[config.mk]
export PLATFORM = sky130hd
export DESIGN_NAME = hsv_to_rgb_converter
export DESIGN_NICKNAME = d
export VERILOG_FILES = /design/src/design/hsv2rgb_pkg.sv /design/src/design/hsv_to_rgb_converter.sv /design/src/design/hsv2rgb_sector_decode.sv /design/src/design/hsv2rgb_scale.sv
export SDC_FILE = /design/constraint.sdc
export NUM_CORES = 2
export LEC_CHECK = 0
export ABC_AREA = 0
export BUFFER_PORTS_ARGS = -buffer_cell sky130_fd_sc_hd__buf_2
export CAP_MARGIN = 20
export CORE_ASPECT_RATIO = 1.4
export CORE_MARGIN = 3
export CORE_UTILIZATION = 66
export DETAILED_ROUTE_END_ITERATION = 12
export PLACE_DENSITY_LB_ADDON = 0.05
export SKIP_LAST_GASP = 1
export SLEW_MARGIN = 30
export SYNTH_ARGS = -nofsm -noshare
export SYNTH_HDL_FRONTEND = slang
export SYNTH_HIERARCHICAL = 1
export SYNTH_SLANG_ARGS = --single-unit
[constraint.sdc]
create_clock -name clk -period 9.8 [get_ports clk]
set_input_delay 1.96 -clock clk [delete_from_list [all_inputs] [get_ports clk]]
set_output_delay 1.96 -clock clk [all_outputs]
set_load 0.005 [all_outputs]
[src/design/hsv2rgb_pkg.sv]
// ----------------------------------------------------------------------------
// hsv2rgb_pkg
// Types and constants shared by the HSV to RGB pixel conversion pipeline.
// ----------------------------------------------------------------------------
package hsv2rgb_pkg;

  // Hue limits and sector geometry
  localparam logic [8:0]  HUE_MAX    = 9'd359;
  localparam logic [5:0]  SECTOR_DEG = 6'd60;
  localparam logic [7:0]  CHAN_MAX   = 8'd255;
  localparam logic [13:0] QT_DEN     = 14'd15300;  // CHAN_MAX * SECTOR_DEG

  // Start angle of each sector
  localparam logic [8:0] SECTOR1_BASE = 9'd60;
  localparam logic [8:0] SECTOR2_BASE = 9'd120;
  localparam logic [8:0] SECTOR3_BASE = 9'd180;
  localparam logic [8:0] SECTOR4_BASE = 9'd240;
  localparam logic [8:0] SECTOR5_BASE = 9'd300;

  // Reciprocal constants: floor(x / d) = (x * M) >> K, exact over the operand range.
  // p: x < 2^16, d = 255, K = 24, M = ceil(2^24 / 255)
  localparam int          RECIP_P_SHIFT = 24;
  localparam logic [16:0] RECIP_P       = 17'd65794;
  // q and t: x < 2^22, d = 15300, K = 36, M = ceil(2^36 / 15300)
  localparam int          RECIP_QT_SHIFT = 36;
  localparam logic [22:0] RECIP_QT       = 23'd4491470;

  typedef enum logic [2:0] {
    SEC_RED_UP     = 3'd0,  // (v, t, p)
    SEC_GREEN_FULL = 3'd1,  // (q, v, p)
    SEC_GREEN_DOWN = 3'd2,  // (p, v, t)
    SEC_BLUE_FULL  = 3'd3,  // (p, q, v)
    SEC_BLUE_DOWN  = 3'd4,  // (t, p, v)
    SEC_RED_FULL   = 3'd5   // (v, p, q)
  } sector_t;

  // Input pixel
  typedef struct packed {
    logic [8:0] hue;
    logic [7:0] saturation;
    logic [7:0] brightness;
  } hsv_pixel_t;

  // Output pixel
  typedef struct packed {
    logic [7:0] red;
    logic [7:0] green;
    logic [7:0] blue;
  } rgb_pixel_t;

  // Decoded hue with saturation and value
  typedef struct packed {
    sector_t    sector;
    logic [5:0] frac;
    logic [7:0] sat;
    logic [7:0] val;
  } hue_dec_t;

  // Channel candidates ready for sector selection
  typedef struct packed {
    sector_t    sector;
    logic [7:0] val;
    logic [7:0] p;
    logic [7:0] q;
    logic [7:0] t;
  } chan_set_t;

endpackage

[src/design/hsv_to_rgb_converter.sv]
// Path: each result passes the decode register, scale stages A, B and C, and
// the output register, from which it transfers out when out_stall is low.
// Throughput: one pixel per cycle; the five register stages advance together
// and hold as a whole while a finished result is stalled at the output.
// Reset: synchronous, active low; clears all stage valid bits, no other state.
// ----------------------------------------------------------------------------
// hsv_to_rgb_converter
// Pipelined 8-bit HSV to RGB conversion: sector decode, arithmetic, channel
// selection into the output register.
// ----------------------------------------------------------------------------
module hsv_to_rgb_converter (
  input  logic                    clk,
  input  logic                    rst_n,
  input  logic                    in_valid,
  output logic                    in_stall,
  input  hsv2rgb_pkg::hsv_pixel_t in_pixel,
  output logic                    out_valid,
  input  logic                    out_stall,
  output hsv2rgb_pkg::rgb_pixel_t out_pixel
);

  logic                    adv;
  logic                    dec_vld;
  hsv2rgb_pkg::hue_dec_t   dec;
  logic                    chan_vld;
  hsv2rgb_pkg::chan_set_t  chan;
  logic                    out_vld_r;
  hsv2rgb_pkg::rgb_pixel_t out_pix_r, out_pix_nxt;

  // Advance the whole pipe unless the output holds an untaken result
  assign adv      = !(out_vld_r && out_stall);
  assign in_stall = !adv;

  hsv2rgb_sector_decode u_decode (
    .clk     (clk),
    .rst_n   (rst_n),
    .adv     (adv),
    .in_vld  (in_valid),
    .in_pix  (in_pixel),
    .dec_vld (dec_vld),
    .dec     (dec)
  );

  hsv2rgb_scale u_scale (
    .clk      (clk),
    .rst_n    (rst_n),
    .adv      (adv),
    .dec_vld  (dec_vld),
    .dec      (dec),
    .chan_vld (chan_vld),
    .chan     (chan)
  );

  // Route v, p, q, t to red, green, blue by sector
  always_comb begin
    case (chan.sector)
      hsv2rgb_pkg::SEC_RED_UP: begin
        out_pix_nxt = '{red: chan.val, green: chan.t, blue: chan.p};
      end
      hsv2rgb_pkg::SEC_GREEN_FULL: begin
        out_pix_nxt = '{red: chan.q, green: chan.val, blue: chan.p};
      end
      hsv2rgb_pkg::SEC_GREEN_DOWN: begin
        out_pix_nxt = '{red: chan.p, green: chan.val, blue: chan.t};
      end
      hsv2rgb_pkg::SEC_BLUE_FULL: begin
        out_pix_nxt = '{red: chan.p, green: chan.q, blue: chan.val};
      end
      hsv2rgb_pkg::SEC_BLUE_DOWN: begin
        out_pix_nxt = '{red: chan.t, green: chan.p, blue: chan.val};
      end
      default: begin
        out_pix_nxt = '{red: chan.val, green: chan.p, blue: chan.q};
      end
    endcase
  end

  // Output register valid
  always_ff @(posedge clk) begin
    if (!rst_n) begin
      out_vld_r <= 1'b0;
    end else if (adv) begin
      out_vld_r <= chan_vld;
    end
  end

  // Output register payload
  always_ff @(posedge clk) begin
    if (adv) begin
      out_pix_r <= out_pix_nxt;
    end
  end

  assign out_valid = out_vld_r;
  assign out_pixel = out_pix_r;

endmodule

[src/design/hsv2rgb_sector_decode.sv]
// ----------------------------------------------------------------------------
// hsv2rgb_sector_decode
// Clamps the hue, splits it into a 60-degree sector and an offset within it.
// ----------------------------------------------------------------------------
module hsv2rgb_sector_decode (
  input  logic                    clk,
  input  logic                    rst_n,
  input  logic                    adv,
  input  logic                    in_vld,
  input  hsv2rgb_pkg::hsv_pixel_t in_pix,
  output logic                    dec_vld,
  output hsv2rgb_pkg::hue_dec_t   dec
);

  logic [8:0]           hue_clamp;
  hsv2rgb_pkg::sector_t sector;
  logic [8:0]           base;
  logic [8:0]           offset;
  logic                 vld_r;
  hsv2rgb_pkg::hue_dec_t dec_r, dec_nxt;

  // Saturate hue and find its sector
  always_comb begin
    hue_clamp = (in_pix.hue > hsv2rgb_pkg::HUE_MAX) ? hsv2rgb_pkg::HUE_MAX : in_pix.hue;
    if (hue_clamp >= hsv2rgb_pkg::SECTOR5_BASE) begin
      sector = hsv2rgb_pkg::SEC_RED_FULL;
      base   = hsv2rgb_pkg::SECTOR5_BASE;
    end else if (hue_clamp >= hsv2rgb_pkg::SECTOR4_BASE) begin
      sector = hsv2rgb_pkg::SEC_BLUE_DOWN;
      base   = hsv2rgb_pkg::SECTOR4_BASE;
    end else if (hue_clamp >= hsv2rgb_pkg::SECTOR3_BASE) begin
      sector = hsv2rgb_pkg::SEC_BLUE_FULL;
      base   = hsv2rgb_pkg::SECTOR3_BASE;
    end else if (hue_clamp >= hsv2rgb_pkg::SECTOR2_BASE) begin
      sector = hsv2rgb_pkg::SEC_GREEN_DOWN;
      base   = hsv2rgb_pkg::SECTOR2_BASE;
    end else if (hue_clamp >= hsv2rgb_pkg::SECTOR1_BASE) begin
      sector = hsv2rgb_pkg::SEC_GREEN_FULL;
      base   = hsv2rgb_pkg::SECTOR1_BASE;
    end else begin
      sector = hsv2rgb_pkg::SEC_RED_UP;
      base   = 9'd0;
    end
    offset = hue_clamp - base;

    dec_nxt.sector = sector;
    dec_nxt.frac   = offset[5:0];
    dec_nxt.sat    = in_pix.saturation;
    dec_nxt.val    = in_pix.brightness;
  end

  // Advance the valid bit
  always_ff @(posedge clk) begin
    if (!rst_n) begin
      vld_r <= 1'b0;
    end else if (adv) begin
      vld_r <= in_vld;
    end
  end

  // Hold payload while stalled
  always_ff @(posedge clk) begin
    if (adv) begin
      dec_r <= dec_nxt;
    end
  end

  assign dec_vld = vld_r;
  assign dec     = dec_r;

endmodule

[src/design/hsv2rgb_scale.sv]
// ----------------------------------------------------------------------------
// hsv2rgb_scale
// Three-stage arithmetic: numerators, products with value, exact floor
// division by 255 and 15300 through reciprocal multiplication.
// ----------------------------------------------------------------------------
module hsv2rgb_scale (
  input  logic                   clk,
  input  logic                   rst_n,
  input  logic                   adv,
  input  logic                   dec_vld,
  input  hsv2rgb_pkg::hue_dec_t  dec,
  output logic                   chan_vld,
  output hsv2rgb_pkg::chan_set_t chan
);

  // Stage A: numerators
  logic                 a_vld_r;
  hsv2rgb_pkg::sector_t a_sector_r;
  logic [7:0]           a_val_r;
  logic [7:0]           a_np_r, a_np_nxt;
  logic [13:0]          a_nq_r, a_nq_nxt;
  logic [13:0]          a_nt_r, a_nt_nxt;
  logic [5:0]           rest_deg;

  // Stage B: products with value
  logic                 b_vld_r;
  hsv2rgb_pkg::sector_t b_sector_r;
  logic [7:0]           b_val_r;
  logic [15:0]          b_pp_r, b_pp_nxt;
  logic [21:0]          b_pq_r, b_pq_nxt;
  logic [21:0]          b_pt_r, b_pt_nxt;

  // Stage C: quotients
  logic                   c_vld_r;
  hsv2rgb_pkg::chan_set_t c_r, c_nxt;
  logic [32:0]            mul_p;
  logic [44:0]            mul_q;
  logic [44:0]            mul_t;

  // Build numerators 255-s, 15300-s*f, 15300-s*(60-f)
  always_comb begin
    rest_deg = hsv2rgb_pkg::SECTOR_DEG - dec.frac;
    a_np_nxt = hsv2rgb_pkg::CHAN_MAX - dec.sat;
    a_nq_nxt = hsv2rgb_pkg::QT_DEN - (14'(dec.sat) * 14'(dec.frac));
    a_nt_nxt = hsv2rgb_pkg::QT_DEN - (14'(dec.sat) * 14'(rest_deg));
  end

  // Multiply by value
  always_comb begin
    b_pp_nxt = 16'(a_val_r) * 16'(a_np_r);
    b_pq_nxt = 22'(a_val_r) * 22'(a_nq_r);
    b_pt_nxt = 22'(a_val_r) * 22'(a_nt_r);
  end

  // Divide by constants through reciprocals
  always_comb begin
    mul_p = 33'(b_pp_r) * 33'(hsv2rgb_pkg::RECIP_P);
    mul_q = 45'(b_pq_r) * 45'(hsv2rgb_pkg::RECIP_QT);
    mul_t = 45'(b_pt_r) * 45'(hsv2rgb_pkg::RECIP_QT);
    c_nxt.sector = b_sector_r;
    c_nxt.val    = b_val_r;
    c_nxt.p      = mul_p[hsv2rgb_pkg::RECIP_P_SHIFT +: 8];
    c_nxt.q      = mul_q[hsv2rgb_pkg::RECIP_QT_SHIFT +: 8];
    c_nxt.t      = mul_t[hsv2rgb_pkg::RECIP_QT_SHIFT +: 8];
  end

  // Advance valid bits
  always_ff @(posedge clk) begin
    if (!rst_n) begin
      a_vld_r <= 1'b0;
      b_vld_r <= 1'b0;
      c_vld_r <= 1'b0;
    end else if (adv) begin
      a_vld_r <= dec_vld;
      b_vld_r <= a_vld_r;
      c_vld_r <= b_vld_r;
    end
  end

  // Hold payload while stalled
  always_ff @(posedge clk) begin
    if (adv) begin
      a_sector_r <= dec.sector;
      a_val_r    <= dec.val;
      a_np_r     <= a_np_nxt;
      a_nq_r     <= a_nq_nxt;
      a_nt_r     <= a_nt_nxt;
      b_sector_r <= a_sector_r;
      b_val_r    <= a_val_r;
      b_pp_r     <= b_pp_nxt;
      b_pq_r     <= b_pq_nxt;
      b_pt_r     <= b_pt_nxt;
      c_r        <= c_nxt;
    end
  end

  assign chan_vld = c_vld_r;
  assign chan     = c_r;

endmodule

# Word-level counts from Yosys, hierarchy flattened
# Cells that the tools add are included.
dict set report classes {
  div_mod_pow 0
  n_shift 0
  n_lt_le_gt_ge 6
  reduce_logical 3
  eq_ne 4
  mux 11
  add_sub_neg 5
  multipliers 8
  n_bitwise 0
}
# operator count
set op_table {}
lappend op_table {{24-bit one-hot mux with 5 select lines} 1}
lappend op_table {{22-bit by 22-bit multiplier with 43-bit output, second input constant} 2}
lappend op_table {{8-bit by 14-bit multiplier with 22-bit output} 2}
lappend op_table {{16-bit by 16-bit multiplier with 31-bit output, second input constant} 1}
lappend op_table {{6-bit two-way mux} 5}
lappend op_table {{8-bit by 6-bit multiplier with 14-bit output} 2}
lappend op_table {{14-bit subtractor, first input constant} 2}
lappend op_table {{9-bit by 8-bit >= comparator with 1-bit output, second input constant} 2}
lappend op_table {{8-bit by 8-bit multiplier with 16-bit output} 1}
lappend op_table {{9-bit by 6-bit >= comparator with 1-bit output, second input constant} 1}
lappend op_table {{9-bit by 7-bit >= comparator with 1-bit output, second input constant} 1}
lappend op_table {{9-bit >= comparator, second input constant} 1}
lappend op_table {{9-bit > comparator, second input constant} 1}
lappend op_table {{9-bit two-way mux} 1}
lappend op_table {{8-bit subtractor, first input constant} 1}
lappend op_table {{3-bit by 2-bit == test with 1-bit output, second input constant} 2}
lappend op_table {{3-bit two-way mux} 2}
lappend op_table {{6-bit subtractor} 1}
lappend op_table {{6-bit subtractor, first input constant} 1}
lappend op_table {{3-bit by 1-bit == test with 1-bit output, second input constant} 1}
lappend op_table {{3-bit == test, second input constant} 1}
lappend op_table {{3-bit logical NOT} 1}
lappend op_table {{1-bit two-way mux} 2}
lappend op_table {{2-bit OR reduction} 1}
lappend op_table {{1-bit logical AND} 1}
dict set report word_totals {
  mem_bits_rw 0
  mem_count 0
  inputBits 29
  latchBits 0
  romBits 0
  register_bits 207
  output_inout_bits 26
  word_cells 65
}

# Logic depth before layout (Yosys ltp)
dict set report logic_depth {
  depth_word 9
  depth_mapped 23
  ltp_nobuf 23
}

# Cells and area by module
# Netlist, hierarchy kept.
# module cells_each seq_area_each_um2 n_inst area_per_inst_um2
set by_module_without_submodules {}
lappend by_module_without_submodules {hsv2rgb_scale 2827 4594.4 1 29568.4}
lappend by_module_without_submodules {hsv_to_rgb_converter 173 740.7 1 1724.2}
lappend by_module_without_submodules {hsv2rgb_sector_decode 83 770.7 1 1203.7}

# Worst setup path after synthesis
# Ideal clock, no wire load.
dict set report synth_path {
  path_type {input to output}
  startpoint {in out_stall}
  endpoint {out in_stall}
  t_required_ps 7840
  path_buffers 0
  arrival_ps 6704
  stages 2
  path_slack_ps 1136
  path_cell_list {nand2_1 -> inv_1}
}
dict set report synth_via {
  elab_chain_cells 1
}
# item line
set synth_lines {}
lappend synth_lines {{start: declaration} hsv_to_rgb_converter.sv:18} ;# input logic out_stall,
lappend synth_lines {{1-bit logical AND} hsv_to_rgb_converter.sv:31} ;# assign adv = !(out_vld_r && out_stall);
lappend synth_lines {{end: declaration} hsv_to_rgb_converter.sv:15} ;# output logic in_stall,
# Every way passes these cells.

# Worst setup path in the final report
dict set report layout_path {
  startpoint {reg u_scale.b_pq_r[18]}
  endpoint {reg u_scale.c_r, in the netlist u_scale/chan[14] (data pin)}
}
dict set report layout_via {
  elab_chain_cells 1
}
# item line
set layout_lines {}
lappend layout_lines {{start: declaration} hsv2rgb_scale.sv:30} ;# logic [21:0] b_pq_r, b_pq_nxt;
lappend layout_lines {{start signal: assignment} hsv2rgb_scale.sv:91} ;# b_pq_r <= b_pq_nxt;
lappend layout_lines {{22-bit by 22-bit multiplier with 43-bit output} hsv2rgb_scale.sv:58} ;# mul_q = 45'(b_pq_r) * 45'(hsv2rgb_pkg::RECIP_QT);
lappend layout_lines {{named net u_scale.mul_q[42]} hsv2rgb_scale.sv:37} ;# logic [44:0] mul_q;
lappend layout_lines {{end signal: assignment} hsv2rgb_scale.sv:93} ;# c_r <= c_nxt;
lappend layout_lines {{end: declaration} hsv2rgb_scale.sv:35} ;# hsv2rgb_pkg::chan_set_t c_r, c_nxt;
# The timed path passes the listed nets, and every way through them passes these cells.
# A chain may end at the register's enable or synchronous reset.

==> impl_metrics.ini <==
[run_status]
status = finished, final reports clean

[setup_path]
r2r_end = u_scale/chan[14]$_DFFE_PP_
path_max_fanout = 7
cp.required_ns = 10.09
cp_cell_sequence = ha_1 -> inv_1 -> fa_1 -> inv_1 -> fa_1 -> ha_1 -> fa_1 -> fa_1 -> inv_1 -> fa_1 -> inv_1 -> ha_1 -> a21oi_1 -> nor2_1 -> a211oi_1 -> o211ai_1 -> a211oi_2 -> a21oi_1 -> a211o_1 -> a21oi_1 -> xnor2_1
arrival_ns = 6.81
crit_type = reg2reg
worstSetupEndpointType = flip-flop
cpLargestDelayFamily = adder cells
r2r_start = u_scale/b_pq_r[18]$_DFFE_PP_
cp_slowest_cell = edfxtp_1
reg2regPathDepth = 21
critPathBufInv = 4
r2r_setup_slack_ns = 3.28
cp_common_cell = fa_1
start_kind = flip-flop
critPathMaxStageDelay_ns = 0.55

[routing]
vias = 21300
first_iter_violations = 994
antenna_left = 0
vias_per_cell = 5.66
routedWlPerCell_um = 17.9
first_pass_iters = 5
wl_mm = 67.2
route.detailed.drc = 0

[hold_path]
hold_start = u_decode/dec[1]$_DFFE_PP_
holdPathStages = 0
hp-class = reg2reg
hold_end = u_scale/a_val_r[1]$_DFFE_PP_

[global_route]
grt_pass1_vias = 23900
track_usage = 0.268
grt_pass1_wl_mm = 114
grt-ovfl-total = 0
antenna_found_initial = 0
grt_max_degree = 77

[synthesis]
syn_avg_cell_area_um2 = 10.5
async_flop_share = 0
syn-num-nets = 4232
syn_area_um2 = 32500
ys.flop_type = edfxtp_1
post_synth_num_cell_types = 83
synth_edf_count = 200
yosysWarningCount = 6
syn_inst = 3083
synth-seq-cells = 205
seq_area_frac_synth = 0.188

[timing]
min_period_over_period = 0.665
max_freq_ghz = 0.153
min_period_ns = 6.52
fin_skew_ns = 0.0256
rsz0062_at_grt = false
worst_pin_slew_ns = 0.832
setup_viol = 0
finalHoldViolCount = 0
fin_tns_setup_ns = 0
timing.hold.ws_ns = 0.420
maxSlewHeadroom = 0.445
report.final.slew_viol_count = 0
setup_ws_ns = 3.28

[clocking]
htreeDepth = 1
ctsResizeCount = 0
clk_latency_ns = 0.55
path_clk_slew_ns = 0.07
max-clock-path-buffers = 3
numClockSinks = 205
cts_buffers = 22
cts_hold_buf = 0
cts_root_buf = clkbuf_16
cts_tree = built
post_cts_buffers = 0

[die]
io_pins = 55
die_h_um = 269
core_area_um2 = 48400
start_util = 0.672
rows = 95
die_area_um2 = 52000
fp.dieW_um = 194

[final_layout]
antennaDiodeCount = 0
multi_input_area_um2 = 23600
final_nets = 4262
fin_util = 0.704
drive_above_1_share = 0.0399
syn_to_final_growth_pct = 4.88
layout_commonest_cell = inv_1
regArea_um2 = 6110
final_cell_mix = inv_1, ha_1, fa_1
nFillCells = 3688

[placed_design]
preCtsSetupSlack_ns = 3.23
hpwl_mm = 56.3
port-buffer-count = 54
gp_congestion = 0.917

[run]
max_cap_violations = 0
per-stage QoR:
step	instances	instance area (um2)
2_1_floorplan	3083	32500
3_3_place_gp	3718	33300
3_5_place_dp	3718	33400
4_1_cts	3758	34100
5_1_grt	3759	34100
6_report	3759	34100
routing by layer:
metal | vias to the layer above | part of all wire | track usage
li1 | 10100 | - | -
met1 | 10700 | 0.39 | 0.309
met2 | 385 | 0.54 | 0.515
met3 | 151 | 0.030 | 0.0257
met4 | 0 | 0.040 | 0.103
met5 | - | 0 | 0
registers in the layout, summed over array words and instances (netlist names), 13 cells and up:
name            cells
u_scale/chan       35
u_decode/dec       25
out_pixel          24
u_scale/b_pq_r     22
u_scale/b_pt_r     21
u_scale/b_pp_r     16
u_scale/a_nq_r     14
u_scale/a_nt_r     13
how the worst max path moves through the flow:
| stage | startpoint | to | slack, ns | cells after the start |
|---|---|---|---|---|
| 5_1_grt | u_scale/b_pq_r[18]$_DFFE_PP_ | u_scale/chan[14]$_DFFE_PP_ | 2.90 | 21 |
| 3_3_place_gp | u_scale/b_pq_r[18]$_DFFE_PP_ | u_scale/chan[14]$_DFFE_PP_ | 3.31 | 21 |
| 2_1_floorplan | out_stall | in_stall | 1.14 | 2 |
| 4_1_cts | u_scale/b_pq_r[18]$_DFFE_PP_ | u_scale/chan[14]$_DFFE_PP_ | 3.23 | 21 |
| 3_5_place_dp | u_scale/b_pq_r[18]$_DFFE_PP_ | u_scale/chan[14]$_DFFE_PP_ | 3.23 | 21 |
| 6_report | u_scale/b_pq_r[18]$_DFFE_PP_ | u_scale/chan[14]$_DFFE_PP_ | 3.28 | 21 |
final cells by class:
class                      count  share of cell area
multi-input combinational   2144               0.692
clock buffer                  23              0.0163
sequential                   205               0.179
clock inverter                17             0.00470
tap                          630              0.0231
inverter                     673              0.0741
timing repair buffer          67              0.0109
kinds of logic after synthesis:
group,after synthesis,share of synthesized area
buf+inv,734,0.0871
flops,205,0.188
xor+xnor,97,0.0270
compound gates,299,0.0647
mux,4,0.00123
fa+ha+maj,1121,0.536
simple gates,623,0.0956
synthesized netlist by cell type (20+ instances only):
cell	number	area [um2]
inv_1	672	2520
ha_1	666	8330
fa_1	454	9090
nand2_1	226	848
edfxtp_1	200	6010
and2_1	195	1220
nor2_1	88	330
xnor2_1	69	604
a21oi_1	64	320
clkbuf_1	39	146
o21ai_0	36	180
xor2_1	26	228
a22oi_1	25	188
nor2b_1	25	156
a21o_1	20	150
worst reg2reg max path: cells and delay by family (launching register included):
family,cells,cell delay (ns)
XOR/XNOR,1,0.08
AND/OR/NAND/NOR,1,0.07
adder cells (fa/ha/maj),8,3.35
buffers and inverters,4,0.21
AO/OA/AOI/OAI,7,2.02
flip-flops,1,0.55
Power is not shown: default switching activity piles up to over one toggle a cycle in this logic, so the estimate is an artifact.
